[src/fns_pkg.sv]
// Shared constants, types and codes for the five-number summary block.
// Used by fns_ctrl, fns_dp and the top level five_number_summary.
package fns_pkg;

    localparam int MAX_DISTINCT = 256;
    localparam int MAX_SAMPLES  = 65535;

    localparam int ADDR_W  = $clog2(MAX_DISTINCT);
    localparam int USED_W  = ADDR_W + 1;
    localparam int DATA_W  = 32;
    localparam int CNT_W   = 16;
    localparam int RANK_W  = CNT_W + 1;
    localparam int SUM_W   = 48;
    localparam int DCNT_W  = $clog2(SUM_W);

    localparam logic [1:0] ST_OK       = 2'd0;
    localparam logic [1:0] ST_DISTINCT = 2'd1;
    localparam logic [1:0] ST_SAMPLES  = 2'd2;

    // Commands from the controller to the datapath.
    typedef struct packed {
        logic load;
        logic drop_samples;
        logic drop_distinct;
        logic addr_clr;
        logic addr_inc;
        logic rd;
        logic wr_inc;
        logic wr_new;
        logic wr_held;
        logic bump_used;
        logic eval_step;
        logic div_start;
        logic div_step;
        logic out_load;
    } t_cmd;

    // Status from the datapath to the controller.
    typedef struct packed {
        logic at_end;
        logic eq;
        logic gt;
        logic dist_full;
        logic samp_full;
        logic last_entry;
        logic is_last;
        logic empty;
        logic div_last;
        logic out_free;
    } t_stat;

endpackage

[src/fns_ctrl.sv]
// Controller state machine for the five-number summary block.
// Depends on fns_pkg for the command and status structs.
module fns_ctrl import fns_pkg::*; (
    input  logic  i_clk,
    input  logic  i_rst_n,
    input  logic  i_valid,
    output logic  o_stall,
    input  t_stat i_stat,
    output t_cmd  o_cmd
);

    typedef enum logic [10:0] {
        S_IDLE  = 11'b000_0000_0001,
        S_CHECK = 11'b000_0000_0010,
        S_RD    = 11'b000_0000_0100,
        S_EV    = 11'b000_0000_1000,
        S_SH_RD = 11'b000_0001_0000,
        S_SH_EV = 11'b000_0010_0000,
        S_AFTER = 11'b000_0100_0000,
        S_E_RD  = 11'b000_1000_0000,
        S_E_EV  = 11'b001_0000_0000,
        S_DIV   = 11'b010_0000_0000,
        S_OUT   = 11'b100_0000_0000
    } t_state;

    t_state r_state, n_state;

    assign o_stall = (r_state != S_IDLE);

    always_comb begin
        n_state = r_state;
        o_cmd   = '0;
        case (r_state)
            S_IDLE: begin
                if (i_valid) begin
                    o_cmd.load = 1'b1;
                    n_state    = S_CHECK;
                end
            end
            S_CHECK: begin
                if (i_stat.samp_full) begin
                    o_cmd.drop_samples = 1'b1;
                    n_state            = S_AFTER;
                end else begin
                    o_cmd.addr_clr = 1'b1;
                    n_state        = S_RD;
                end
            end
            S_RD: begin
                o_cmd.rd = 1'b1;
                n_state  = S_EV;
            end
            S_EV: begin
                if (i_stat.at_end) begin
                    if (i_stat.dist_full) begin
                        o_cmd.drop_distinct = 1'b1;
                    end else begin
                        o_cmd.wr_new    = 1'b1;
                        o_cmd.bump_used = 1'b1;
                    end
                    n_state = S_AFTER;
                end else if (i_stat.eq) begin
                    o_cmd.wr_inc = 1'b1;
                    n_state      = S_AFTER;
                end else if (i_stat.gt) begin
                    if (i_stat.dist_full) begin
                        o_cmd.drop_distinct = 1'b1;
                        n_state             = S_AFTER;
                    end else begin
                        o_cmd.wr_new   = 1'b1;
                        o_cmd.addr_inc = 1'b1;
                        n_state        = S_SH_RD;
                    end
                end else begin
                    o_cmd.addr_inc = 1'b1;
                    n_state        = S_RD;
                end
            end
            S_SH_RD: begin
                o_cmd.rd = 1'b1;
                n_state  = S_SH_EV;
            end
            S_SH_EV: begin
                o_cmd.wr_held = 1'b1;
                if (i_stat.at_end) begin
                    o_cmd.bump_used = 1'b1;
                    n_state         = S_AFTER;
                end else begin
                    o_cmd.addr_inc = 1'b1;
                    n_state        = S_SH_RD;
                end
            end
            S_AFTER: begin
                if (!i_stat.is_last) begin
                    n_state = S_IDLE;
                end else if (i_stat.empty) begin
                    o_cmd.div_start = 1'b1;
                    n_state         = S_DIV;
                end else begin
                    o_cmd.addr_clr = 1'b1;
                    n_state        = S_E_RD;
                end
            end
            S_E_RD: begin
                o_cmd.rd = 1'b1;
                n_state  = S_E_EV;
            end
            S_E_EV: begin
                o_cmd.eval_step = 1'b1;
                if (i_stat.last_entry) begin
                    o_cmd.div_start = 1'b1;
                    n_state         = S_DIV;
                end else begin
                    o_cmd.addr_inc = 1'b1;
                    n_state        = S_E_RD;
                end
            end
            S_DIV: begin
                o_cmd.div_step = 1'b1;
                if (i_stat.div_last) begin
                    n_state = S_OUT;
                end
            end
            S_OUT: begin
                if (i_stat.out_free) begin
                    o_cmd.out_load = 1'b1;
                    n_state        = S_IDLE;
                end
            end
            default: begin
                n_state = S_IDLE;
            end
        endcase
    end

    always_ff @(posedge i_clk) begin
        if (!i_rst_n) begin
            r_state <= S_IDLE;
        end else begin
            r_state <= n_state;
        end
    end

`ifndef ASSERT_OFF
    a_write_one: assert property (@(posedge i_clk) disable iff (!i_rst_n)
        !(o_cmd.wr_new && o_cmd.wr_inc))
        else $error("new entry and count increment in the same cycle");
    a_out_free: assert property (@(posedge i_clk) disable iff (!i_rst_n)
        o_cmd.out_load |-> i_stat.out_free)
        else $error("result loaded over an untaken result");
    a_load_idle: assert property (@(posedge i_clk) disable iff (!i_rst_n)
        o_cmd.load |=> r_state == S_CHECK)
        else $error("transfer did not start a merge");
`endif

endmodule

[config.mk]
export PLATFORM = sky130hd
export DESIGN_NAME = fns_ctrl
export DESIGN_NICKNAME = d
export VERILOG_FILES = /design/src/fns_pkg.sv /design/src/fns_ctrl.sv
export SDC_FILE = /design/constraint.sdc
export NUM_CORES = 1
export LEC_CHECK = 0
export BUFFER_PORTS_ARGS = -buffer_cell sky130_fd_sc_hd__buf_2
export CAP_MARGIN = 20
export CORE_ASPECT_RATIO = 1.5
export CORE_MARGIN = 10
export CORE_UTILIZATION = 30
export CTS_CLUSTER_SIZE = 16
export DETAILED_ROUTE_END_ITERATION = 8
export GPL_TIMING_DRIVEN = 0
export PLACE_DENSITY = 0.49
export SETUP_SLACK_MARGIN = 0.15
export SYNTH_ARGS = -nofsm -noshare
export SYNTH_HDL_FRONTEND = slang
export SYNTH_SLANG_ARGS = --single-unit
[constraint.sdc]
create_clock -name i_clk -period 2.54 [get_ports i_clk]
set_input_delay 0.762 -clock i_clk [delete_from_list [all_inputs] [get_ports i_clk]]
set_output_delay 0.762 -clock i_clk [all_outputs]
set_load 0.03 [all_outputs]
==> results.md, run 1 <==
- Total GRT Usage: 10.2%
- Worst IR Drop VDD: 0.189 mV
- Max cap viols: 0
- Status: complete, but fails checks
- Pwr dens: 360 nW/um2
- CP Cell Sequence: or4_4, or3_4, or2_4, o221ai_4, buf_6
- Slowest CP cell: or4_4
- Sinks on Clock Net: 11
- Pre-antenna DRT Iters: 4
- First-pass GRT wire length: 4530 um
- Synthesis Warnings: 0
- Num CTS Buffers: 3
- Main combinational cell family by area after synthesis: simple AND/OR/NAND/NOR gates
- Nets: 158
- Setup CP Type: register to output port
- Mux contribution to synthesized area: 0%
- Post-synth EDFFs: 0
- Initial antenna violation count: 0
- Final hold viol count: 0
- Area growth, synth to finish: 65.6%
- Complex-gate fraction of the synthesized area: 20.3%
- Final setup violating endpoints: 5
- Vias per Instance: 5.40
- Core area: 2680 um2
- Port bufs: 26
- Hold WC Path Type: register to register
- Die Y-Extent: 84.5 um
- Placer Congestion: 0.833
- CTS tree: yes
- Final period utilization: 112%
- Final Critical Period: 2.85 ns
- Root buffer cell: clkbuf_8
- DRC: 0
- Tightest Pin Transition: 0.474 ns
- Share of total power in the clock network: 36.1%
- Share of cells above drive strength 1: 53.5%
- Clock Latency Late Sink: 0.24 ns
- Crit path max-delay family: simple AND/OR/NAND/NOR gates
- Worst slew margin: 68.4%
- Die X: 63 um
- RSZ-0062 raised after global routing: true
- DP Worst Slack: -0.168 ns
- N_diodes: 0
- Post-Syn Instances: 103
- Cell area after synthesis: 832 um2
- Clock Skew: 0.00468 ns
- Critical Path RT: 1.78 ns
- Flop pwr share: 36.9%
- Adder-cell share of the synthesized area: 0%
- Asr flop ratio synth: 0%
- Leakage power: 0.541 nW
- Total number of vias: 977
- Starting DRT DRC Count: 22
- Largest net degree at the start of global routing: 11
- Logic pwr share: 27.0%
- CTS H-Tree Depth: 1
- Max reg flops: 11
- CTS clk-pin slew, worst paths: 0.05 ns
- Grt total ovfl: 0
- Unique masters post-synth: 43
- Fin. max-slew vios: 0
- Final hold slack: 0.509 ns
- Syn Area/Cell: 8.08 um2
- Synth Area in Simple Gates: 46.0%
- CP Max Fanout: 3
- Synth Flop Type: dfxtp_1
- CP Launch Type: register
- P_sw: 151 uW
- DIE AREA: 5320 um2
- Vias in the first global route: 999
- Routed Antenna Nets: 0
- Synth Area in XOR/XNOR: 2.11%
- Routed WL per cell: 15.6 um
- Initial Util: 31.1%
- Post-Route WL: 2830 um
- Element type at the critical path end: output port
- Register area share after synthesis: 26.5%
- Setup tns final: -1.12 ns
- IO Count: 28
- Biggest regs: r_state x11
- CP bufs+invs: 1
- Placed wire-length estimate: 2100 um
- Failing checks: negative setup slack
- Final worst slack: -0.311 ns
- Syn_nets: 116
- Largest register by flop count: r_state
- Row count: 23
- Longest Clk Path Bufs: 2
- Max Fclk: 0.351 GHz
- Flop and latch count out of synthesis: 11
- Slowest Stage Delay on Critical Path: 0.54 ns
- Sw frac: 30.4%
- CP arrival: 2.09 ns
- Int Power: 345 uW
worst paths after layout:
path | startpoint | end | slack [ns] | cells past startpoint
max | r_state[3] | o_cmd[9] | -0.31 | 5
min reg2reg | r_state[4] | r_state[5] | 0.51 | 2
min | r_state[4] | r_state[5] | 0.51 | 2
max reg2reg | r_state[3] | r_state[4] | 0.65 | 5
power by group through the flow:
| stage | clock (mW) | sequential, mW | combinational (mW) |
|---|---|---|---|
| detailed placement | 0 | 0.186 | 0.103 |
| finish | 0.179 | 0.183 | 0.134 |
| global route | 0.192 | 0.184 | 0.144 |
| global placement | 0 | 0.186 | 0.103 |
| floorplan | 0 | 0.184 | 0.0711 |
| CTS | 0.181 | 0.183 | 0.121 |
placed cells by master, fill, tap and decap left out, drive strengths merged, types with 2 or more instances in the layout:
cell	n
nor4	6
nand3b	3
xor2	2
clkbuf	4
nand2b	8
or3	2
and3	2
nor2	5
o21ai	3
nand3	2
or4	4
and2	2
nand2	5
inv	6
or2	4
buf	40
o21a	3
nor4b	2
nor3b	3
a211oi	2
o221ai	3
a21oi	5
dfxtp	11
nor3	6
worst min-delay path, delay by kind of cell, from the launching register on:
| family | cells | cell delay, ns |
|---|---|---|
| DFF | 1 | 0.36 |
| and+or+nand+nor | 2 | 0.11 |
repair_timing:
item	CTS	global route
pin swaps	7	8
buffers inserted	7	4
resized for setup	25	31
hold endpoints to repair	0	0
hold buffers	0	0
setup endpoints to repair	15	13
layer usage:
layer / track usage, % / wire (um) / up-vias
li1: - / - / 476
met1: 10.9 / 1140 / 454
met2: 18.1 / 1400 / 39
met3: 2.66 / 188 / 8
met4: 4.90 / 93 / 0
met5: 0 / 0 / -
stage by stage:
stage               std cells  instance area [um2]  utilization, %  total power, mW
global route              181                 1380            51.5            0.520
global placement          166                 1050            39.4            0.289
detailed placement        166                 1050            39.4            0.289
finish                    181                 1380            51.5            0.496
floorplan                 103                  878               -            0.255
CTS                       177                 1240            46.4            0.486
cell usage after synthesis (2+ instances only):
master,instances,area [um2]
dfxtp_1,11,220
nand2b_1,8,50.1
inv_1,6,22.5
nor3_1,6,30.0
nor2_1,5,18.8
nor4_1,5,31.3
a21oi_1,4,20.0
nand2_1,4,15.0
or4_1,4,30.0
nand3b_1,3,22.5
nor3b_1,3,22.5
o21a_1,3,22.5
o21ai_0,3,15.0
or2_2,3,18.8
and2_1,2,12.5
and3_1,2,12.5
clkbuf_1,2,7.51
o221ai_1,2,17.5
or3_1,2,12.5
xor2_1,2,17.5
cells by family (layout without fill, tap and decap cells):
group / count (synthesis) / count (layout)
AO/OA/AOI/OAI: 22 / 22
AND/OR/NAND/NOR: 58 / 58
XOR/XNOR: 2 / 2
buffers and inverters: 10 / 51
flip-flops: 11 / 11
final cells by class:
type                       count  area, um2
fill                         270       1300
multi-input combinational     82        709
timing repair buffer          37        283
sequential                    11        236
tap                           37       46.3
clock buffer                   4       45.0
inverter                       7       31.3
buffer                         3       26.3
No activity file was read; power rests on OpenSTA's default activity.
==> run 2: changes to the inputs <==
--- a/config.mk
+++ b/config.mk
@@ -14,7 +14,7 @@
 export DETAILED_ROUTE_END_ITERATION = 8
 export GPL_TIMING_DRIVEN = 0
 export PLACE_DENSITY = 0.49
-export SETUP_SLACK_MARGIN = 0.15
+export SETUP_SLACK_MARGIN = 0.02
 export SYNTH_ARGS = -nofsm -noshare
 export SYNTH_HDL_FRONTEND = slang
 export SYNTH_SLANG_ARGS = --single-unit
==> results.md, run 2 (synthesis gave the netlist of run 1 again) <==
- Placed wire-length estimate: 2020 um (-3.9%)
- Total number of vias: 969 (-0.82%)
- Slowest CP cell: or4_4
- Element type at the critical path end: output port
- N_diodes: 0 (unchanged)
- Share of cells above drive strength 1: 51.3% (-2.1 points)
- Post-Route WL: 2900 um (+2.5%)
- Initial Util: 31.1% (unchanged)
- Slowest Stage Delay on Critical Path: 0.54 ns (about the same)
- CP bufs+invs: 1 (unchanged)
- Clock Latency Late Sink: 0.25 ns (about the same)
- Core area: 2680 um2 (unchanged)
- Critical Path RT: 1.78 ns (about the same)
- Longest Clk Path Bufs: 2 (unchanged)
- CTS tree: yes
- CP Launch Type: register
- CP Max Fanout: 3 (unchanged)
- Port bufs: 26 (unchanged)
- Area growth, synth to finish: 60.5%
- Final Critical Period: 2.84 ns (-0.00746 ns)
- Hold buffer count at CTS: 0 (unchanged)
- Final worst slack: -0.304 ns (+0.00746 ns)
- Routed Antenna Nets: 0 (unchanged)
- Routed WL per cell: 15.5 um (-0.74%)
- First-pass GRT wire length: 4620 um (+2.0%)
- Vias in the first global route: 1000 (+0.10%)
- Final hold slack: 0.520 ns (+0.0104 ns)
- Max Fclk: 0.352 GHz (+0.26%)
- Initial antenna violation count: 0 (unchanged)
- Pwr dens: 368 nW/um2 (+2.1%)
- CTS clk-pin slew, worst paths: 0.05 ns (about the same)
- Leakage power: 0.546 nW (+1.0%)
- Setup tns final: -1.45 ns (-0.334 ns)
- Worst IR Drop VDD: 0.185 mV (-2.1%)
- Util after Layout: 49.9% (-1.6 points)
- Clock Skew: 0.00190 ns (-0.00278 ns)
- Max cap viols: 0 (unchanged)
- Commonest non-fill, non-tap cells in the layout: buf_4, buf_2, nand2b_1, dfxtp_1, inv_1
- IO Count: 28 (unchanged)
- Status: complete, but fails checks
- Final setup violating endpoints: 9 (+4)
- Setup CP Type: register to output port
- Fin. max-slew vios: 0 (unchanged)
- Sinks on Clock Net: 11 (unchanged)
- Row count: 23 (unchanged)
- Total GRT Usage: 10.8% (+0.55 points)
- Die Y-Extent: 84.5 um (unchanged)
- CP Cell Sequence: or4_4, or3_4, or2_4, o221ai_2, buf_6
- Pre-antenna DRT Iters: 4 (unchanged)
- Most common cell after layout, fill and taps aside: buf_4
- CP arrival: 2.08 ns (about the same)
- Vias per Instance: 5.18 (-4.0%)
- Max reg flops: 11 (unchanged)
- Largest register by flop count: r_state
- Crit path max-delay family: simple AND/OR/NAND/NOR gates
- Tightest Pin Transition: 0.469 ns (-0.00460 ns)
- Biggest regs: r_state x11
- Worst slew margin: 68.7% (+0.31 points)
- Starting DRT DRC Count: 27 (+23%)
- Placer Congestion: 0.800 (-4.0%)
- Failing checks: negative setup slack
- CTS H-Tree Depth: 1 (unchanged)
- Final period utilization: 112% (-0.29 points)
- Die X: 63 um (unchanged)
- Largest net degree at the start of global routing: 11 (unchanged)
- DRC: 0 (unchanged)
- Hold WC Path Type: register to register
- Root buffer cell: clkbuf_8
- DIE AREA: 5320 um2 (unchanged)
- Final hold viol count: 0 (unchanged)
- Grt total ovfl: 0 (unchanged)
- RSZ-0062 raised after global routing: true
- Num CTS Buffers: 3 (unchanged)
- Nets: 164 (+3.8%)
[run 2: path summary, 6_finish.rpt]
kind                                 start         end  slack (ns)  cells past startpoint
worst max-delay path            r_state[3]    o_cmd[9]       -0.30                      5
worst min-delay path            r_state[7]  r_state[8]        0.52                      2
worst max register to register  r_state[3]  r_state[7]       -0.24                     14
worst min register to register  r_state[7]  r_state[8]        0.52                      2
[run 2: final cells by class]
type | count | area (um2)
well taps | 37 | 46.3
plain buffers | 2 | 12.5
multi-input cells | 82 | 671
flip-flops and latches | 11 | 229
clock buffers | 4 | 45.0
fillers | 261 | 1340
repair buffers | 44 | 304
inverters | 7 | 27.5
[run 2: what timing repair did]
item | CTS | global route
cloned | 0 | 0
buffers inserted | 15 | 3
endpoints found under the hold margin | 0 | 0
endpoints found under the setup margin | 13 | 13
pin swaps | 8 | 4
resized for setup | 30 | 7
[run 2: power by group]
| part | internal, mW | switching, mW | total, mW | leakage [nW] |
|---|---|---|---|---|
| sequential | 0.175 | 0.0119 | 0.187 | 0.0912 |
| clock | 0.111 | 0.0750 | 0.186 | 0.0228 |
| combinational | 0.0510 | 0.0669 | 0.118 | 0.432 |
[run 2: per-stage QoR]
step	cell area (um2)	total power, mW	setup WS (ns)	instances
final	1340	0.491	-0.304	187
after global routing	1340	0.513	-0.359	187
after CTS	1290	0.489	-0.305	184
after detailed placement	1020	0.287	-0.141	166
after global placement	1020	0.287	-0.125	166
after floorplan	846	0.254	-0.0389	103
[run 2: routing by layer]
metal	track usage, %	up-vias	part of all wire [%]	wire length, um
met5	0	-	0	0
met4	7.76	0	2.3	68
met3	2.79	8	5.4	156
met2	18.8	37	52	1500
met1	10.8	441	41	1180
li1	-	483	-	-
[run 2: worst min-delay path, stage by stage (launching register included)]
cell      delay [ns]
dfxtp_2         0.36
nand2b_1        0.08
nor4_1          0.04
==> run 3: changes to the inputs <==
--- a/config.mk
+++ b/config.mk
@@ -15,6 +15,7 @@
 export GPL_TIMING_DRIVEN = 0
 export PLACE_DENSITY = 0.49
 export SETUP_SLACK_MARGIN = 0.02
+export SKIP_LAST_GASP = 1
 export SYNTH_ARGS = -nofsm -noshare
 export SYNTH_HDL_FRONTEND = slang
 export SYNTH_SLANG_ARGS = --single-unit
==> results.md, run 3 (synthesis gave the netlist of run 1 again) <==
- Die X: 63 um (unchanged)
- Reg-to-reg endpoint: r_state[7]
- Routed Antenna Nets: 0 (unchanged)
- Most Crowded Layer GR: met2
- Largest net degree at the start of global routing: 11 (unchanged)
- Sinks on Clock Net: 11 (unchanged)
- Global Route met3 Usage: 2.79% (unchanged)
- Vias per Instance: 5.18 (unchanged)
- Fillcell total: 262 (+0.38%)
- Worst reg2reg path startpoint: r_state[3]
- Pre-antenna DRT Iters: 4 (unchanged)
- DP Worst Slack: -0.141 ns (unchanged)
- Worst hold start: r_state[7]
- Worst IR Drop VDD: 0.185 mV (about the same)
- DIE AREA: 5320 um2 (unchanged)
- Share of total power in the clock network: 37.9% (about the same)
- GR Layer Usage met2: 18.8% (unchanged)
- Placer Congestion: 0.800 (unchanged)
- Inst Count DP: 166 (unchanged)
- CTS H-Tree Depth: 1 (unchanged)
- Post-Route WL: 2900 um (about the same)
- Final instance area: 1330 um2 (-0.28%)
- Max reg flops: 11 (unchanged)
- Root buffer cell: clkbuf_8
- Num CTS Buffers: 3 (unchanged)
- Final period utilization: 112% (about the same)
- Most common cell after layout, fill and taps aside: buf_4
- N_diodes: 0 (unchanged)
- CP Max Fanout: 3 (unchanged)
- Final worst slack: -0.303 ns (+0.000899 ns)
- CP Cell Sequence: or4_4, or3_4, or2_4, o221ai_2, buf_6
- Starting DRT DRC Count: 17 (-37%)
- Area growth, synth to finish: 60.0%
- Worst R2R Setup Slack: -0.24 ns (about the same)
- Hold WC Path Type: register to register
- Initial antenna violation count: 0 (unchanged)
- Total number of vias: 969 (unchanged)
- Worst Reg-to-Reg Cells: 14 (unchanged)
- Worst slew margin: 68.9% (+0.21 points)
- CP Launch Type: register
- Nets: 164 (unchanged)
- Final hold slack: 0.509 ns (-0.0111 ns)
- Initial Util: 31.1% (unchanged)
- First-pass GRT wire length: 4620 um (+0.15%)
- RSZ-0062 raised after global routing: true
- Placed wire-length estimate: 2020 um (unchanged)
- Clock Latency Late Sink: 0.25 ns (about the same)
- Sw frac: 31.3% (-0.075 points)
- Row count: 23 (unchanged)
- Final std cells w/o fill: 187 (unchanged)
- Total GRT Usage: 10.8% (unchanged)
- IO Count: 28 (unchanged)
- Final hold viol count: 0 (unchanged)
- Element type at the critical path end: output port
- Longest Clk Path Bufs: 2 (unchanged)
- Leakage power: 0.545 nW (-0.18%)
- Max cap viols: 0 (unchanged)
- Hold Path Stages: 2 (unchanged)
- Hold Path Sink: r_state[8]
- Setup CP Type: register to output port
- Met1 usage: 10.8% (unchanged)
- Fin. max-slew vios: 0 (unchanged)
- Flop pwr share: 38.2% (about the same)
- Status: complete, but fails checks
- Tightest Pin Transition: 0.466 ns (-0.00320 ns)
- Core area: 2680 um2 (unchanged)
- Slowest CP cell: or4_4
- Int Power: 336 uW (-0.19%)
- DRC: 0 (unchanged)
- Final setup violating endpoints: 8 (-1)
- Die Y-Extent: 84.5 um (unchanged)
- Share of cells above drive strength 1: 52.7% (+1.3 points)
- CTS tree: yes
- Commonest non-fill, non-tap cells in the layout: buf_4, buf_2, nand2b_1
- Logic pwr share: 23.9% (about the same)
- CP arrival: 2.08 ns (about the same)
- DP Area: 1020 um2 (unchanged)
- Biggest regs: r_state x11
- Clock Skew: 0.00245 ns (+0.000548 ns)
- Util after Layout: 49.7% (-0.14 points)
- Slowest Stage Delay on Critical Path: 0.54 ns (about the same)
- Largest register by flop count: r_state
- Routed WL per cell: 15.5 um (about the same)
- Grt total ovfl: 0 (unchanged)
- Pwr dens: 367 nW/um2 (about the same)
- Vias in the first global route: 997 (-0.30%)
- Failing checks: negative setup slack
- Final Critical Period: 2.84 ns (-0.000899 ns)
- Power, Total: 489 uW (-0.29%)
- Port bufs: 26 (unchanged)
- Critical Path RT: 1.78 ns (about the same)
- Setup tns final: -1.47 ns (-0.0164 ns)
- Max Fclk: 0.352 GHz (about the same)
- CTS clk-pin slew, worst paths: 0.05 ns (about the same)
- P_sw: 153 uW (-0.53%)
## run 3: cell count changes in the layout (fill, tap and decap cells not counted)
cell | previous run | this run
dfxtp_1 | 8 | 6
nor3_2 | 1 | 2
dfxtp_2 | 1 | 3
nor3_4 | 1 | 0
## run 3: cell type report
class | instances | area (um2) | share of cell area (%)
sequential | 11 | 231 | 17.4
clock buffer | 4 | 45.0 | 3.38
tap | 37 | 46.3 | 3.48
multi-input combinational | 82 | 664 | 49.9
inverter | 7 | 27.5 | 2.07
timing repair buffer | 44 | 304 | 22.8
buffer | 2 | 12.5 | 0.940
## run 3: worst max path at each step
stage	startpoint	slack, ns	end	depth (start not counted)
final	r_state[3]	-0.30	o_cmd[9]	5
after global routing	r_state[3]	-0.36	r_state[7]	14
after CTS	r_state[3]	-0.31	o_cmd[9]	5
after detailed placement	r_state[3]	-0.14	o_cmd[9]	5
after global placement	r_state[3]	-0.12	o_cmd[9]	5
after floorplan	r_state[3]	-0.04	o_cmd[9]	4
## run 3: metal layers
layer  part of all wire [%]  vias to the layer above  routed length [um]
li1                       -                      483                   -
met1                     41                      440                1190
met2                     51                       38                1470
met3                    5.2                        8                 151
met4                    2.9                        0                  84
met5                      0                        -                   0
## run 3: worst max-delay path: cells and delay by family, from the launching register on
| family | cells | cell delay, ns |
|---|---|---|
| and+or+nand+nor | 3 | 1.15 |
| AOI/OAI and AO/OA | 1 | 0.18 |
| buffers and inverters | 1 | 0.16 |
| DFF | 1 | 0.35 |
## run 3: what timing repair did
item	in CTS	in global routing
endpoints found under the setup margin	13	13
setup buffers	15	3
hold buffers	0	0
pin swaps	7	6
resized for setup	30	8
## run 3: power groups by stage
| stage | Clock [mW] | Combinational (mW) | Sequential [mW] |
|---|---|---|---|
| 2_1_floorplan | 0 | 0.0699 | 0.184 |
| 3_3_place_gp | 0 | 0.101 | 0.186 |
| 3_5_place_dp | 0 | 0.101 | 0.186 |
| 4_1_cts | 0.186 | 0.116 | 0.187 |
| 5_1_grt | 0.197 | 0.128 | 0.187 |
| 6_report | 0.185 | 0.117 | 0.187 |
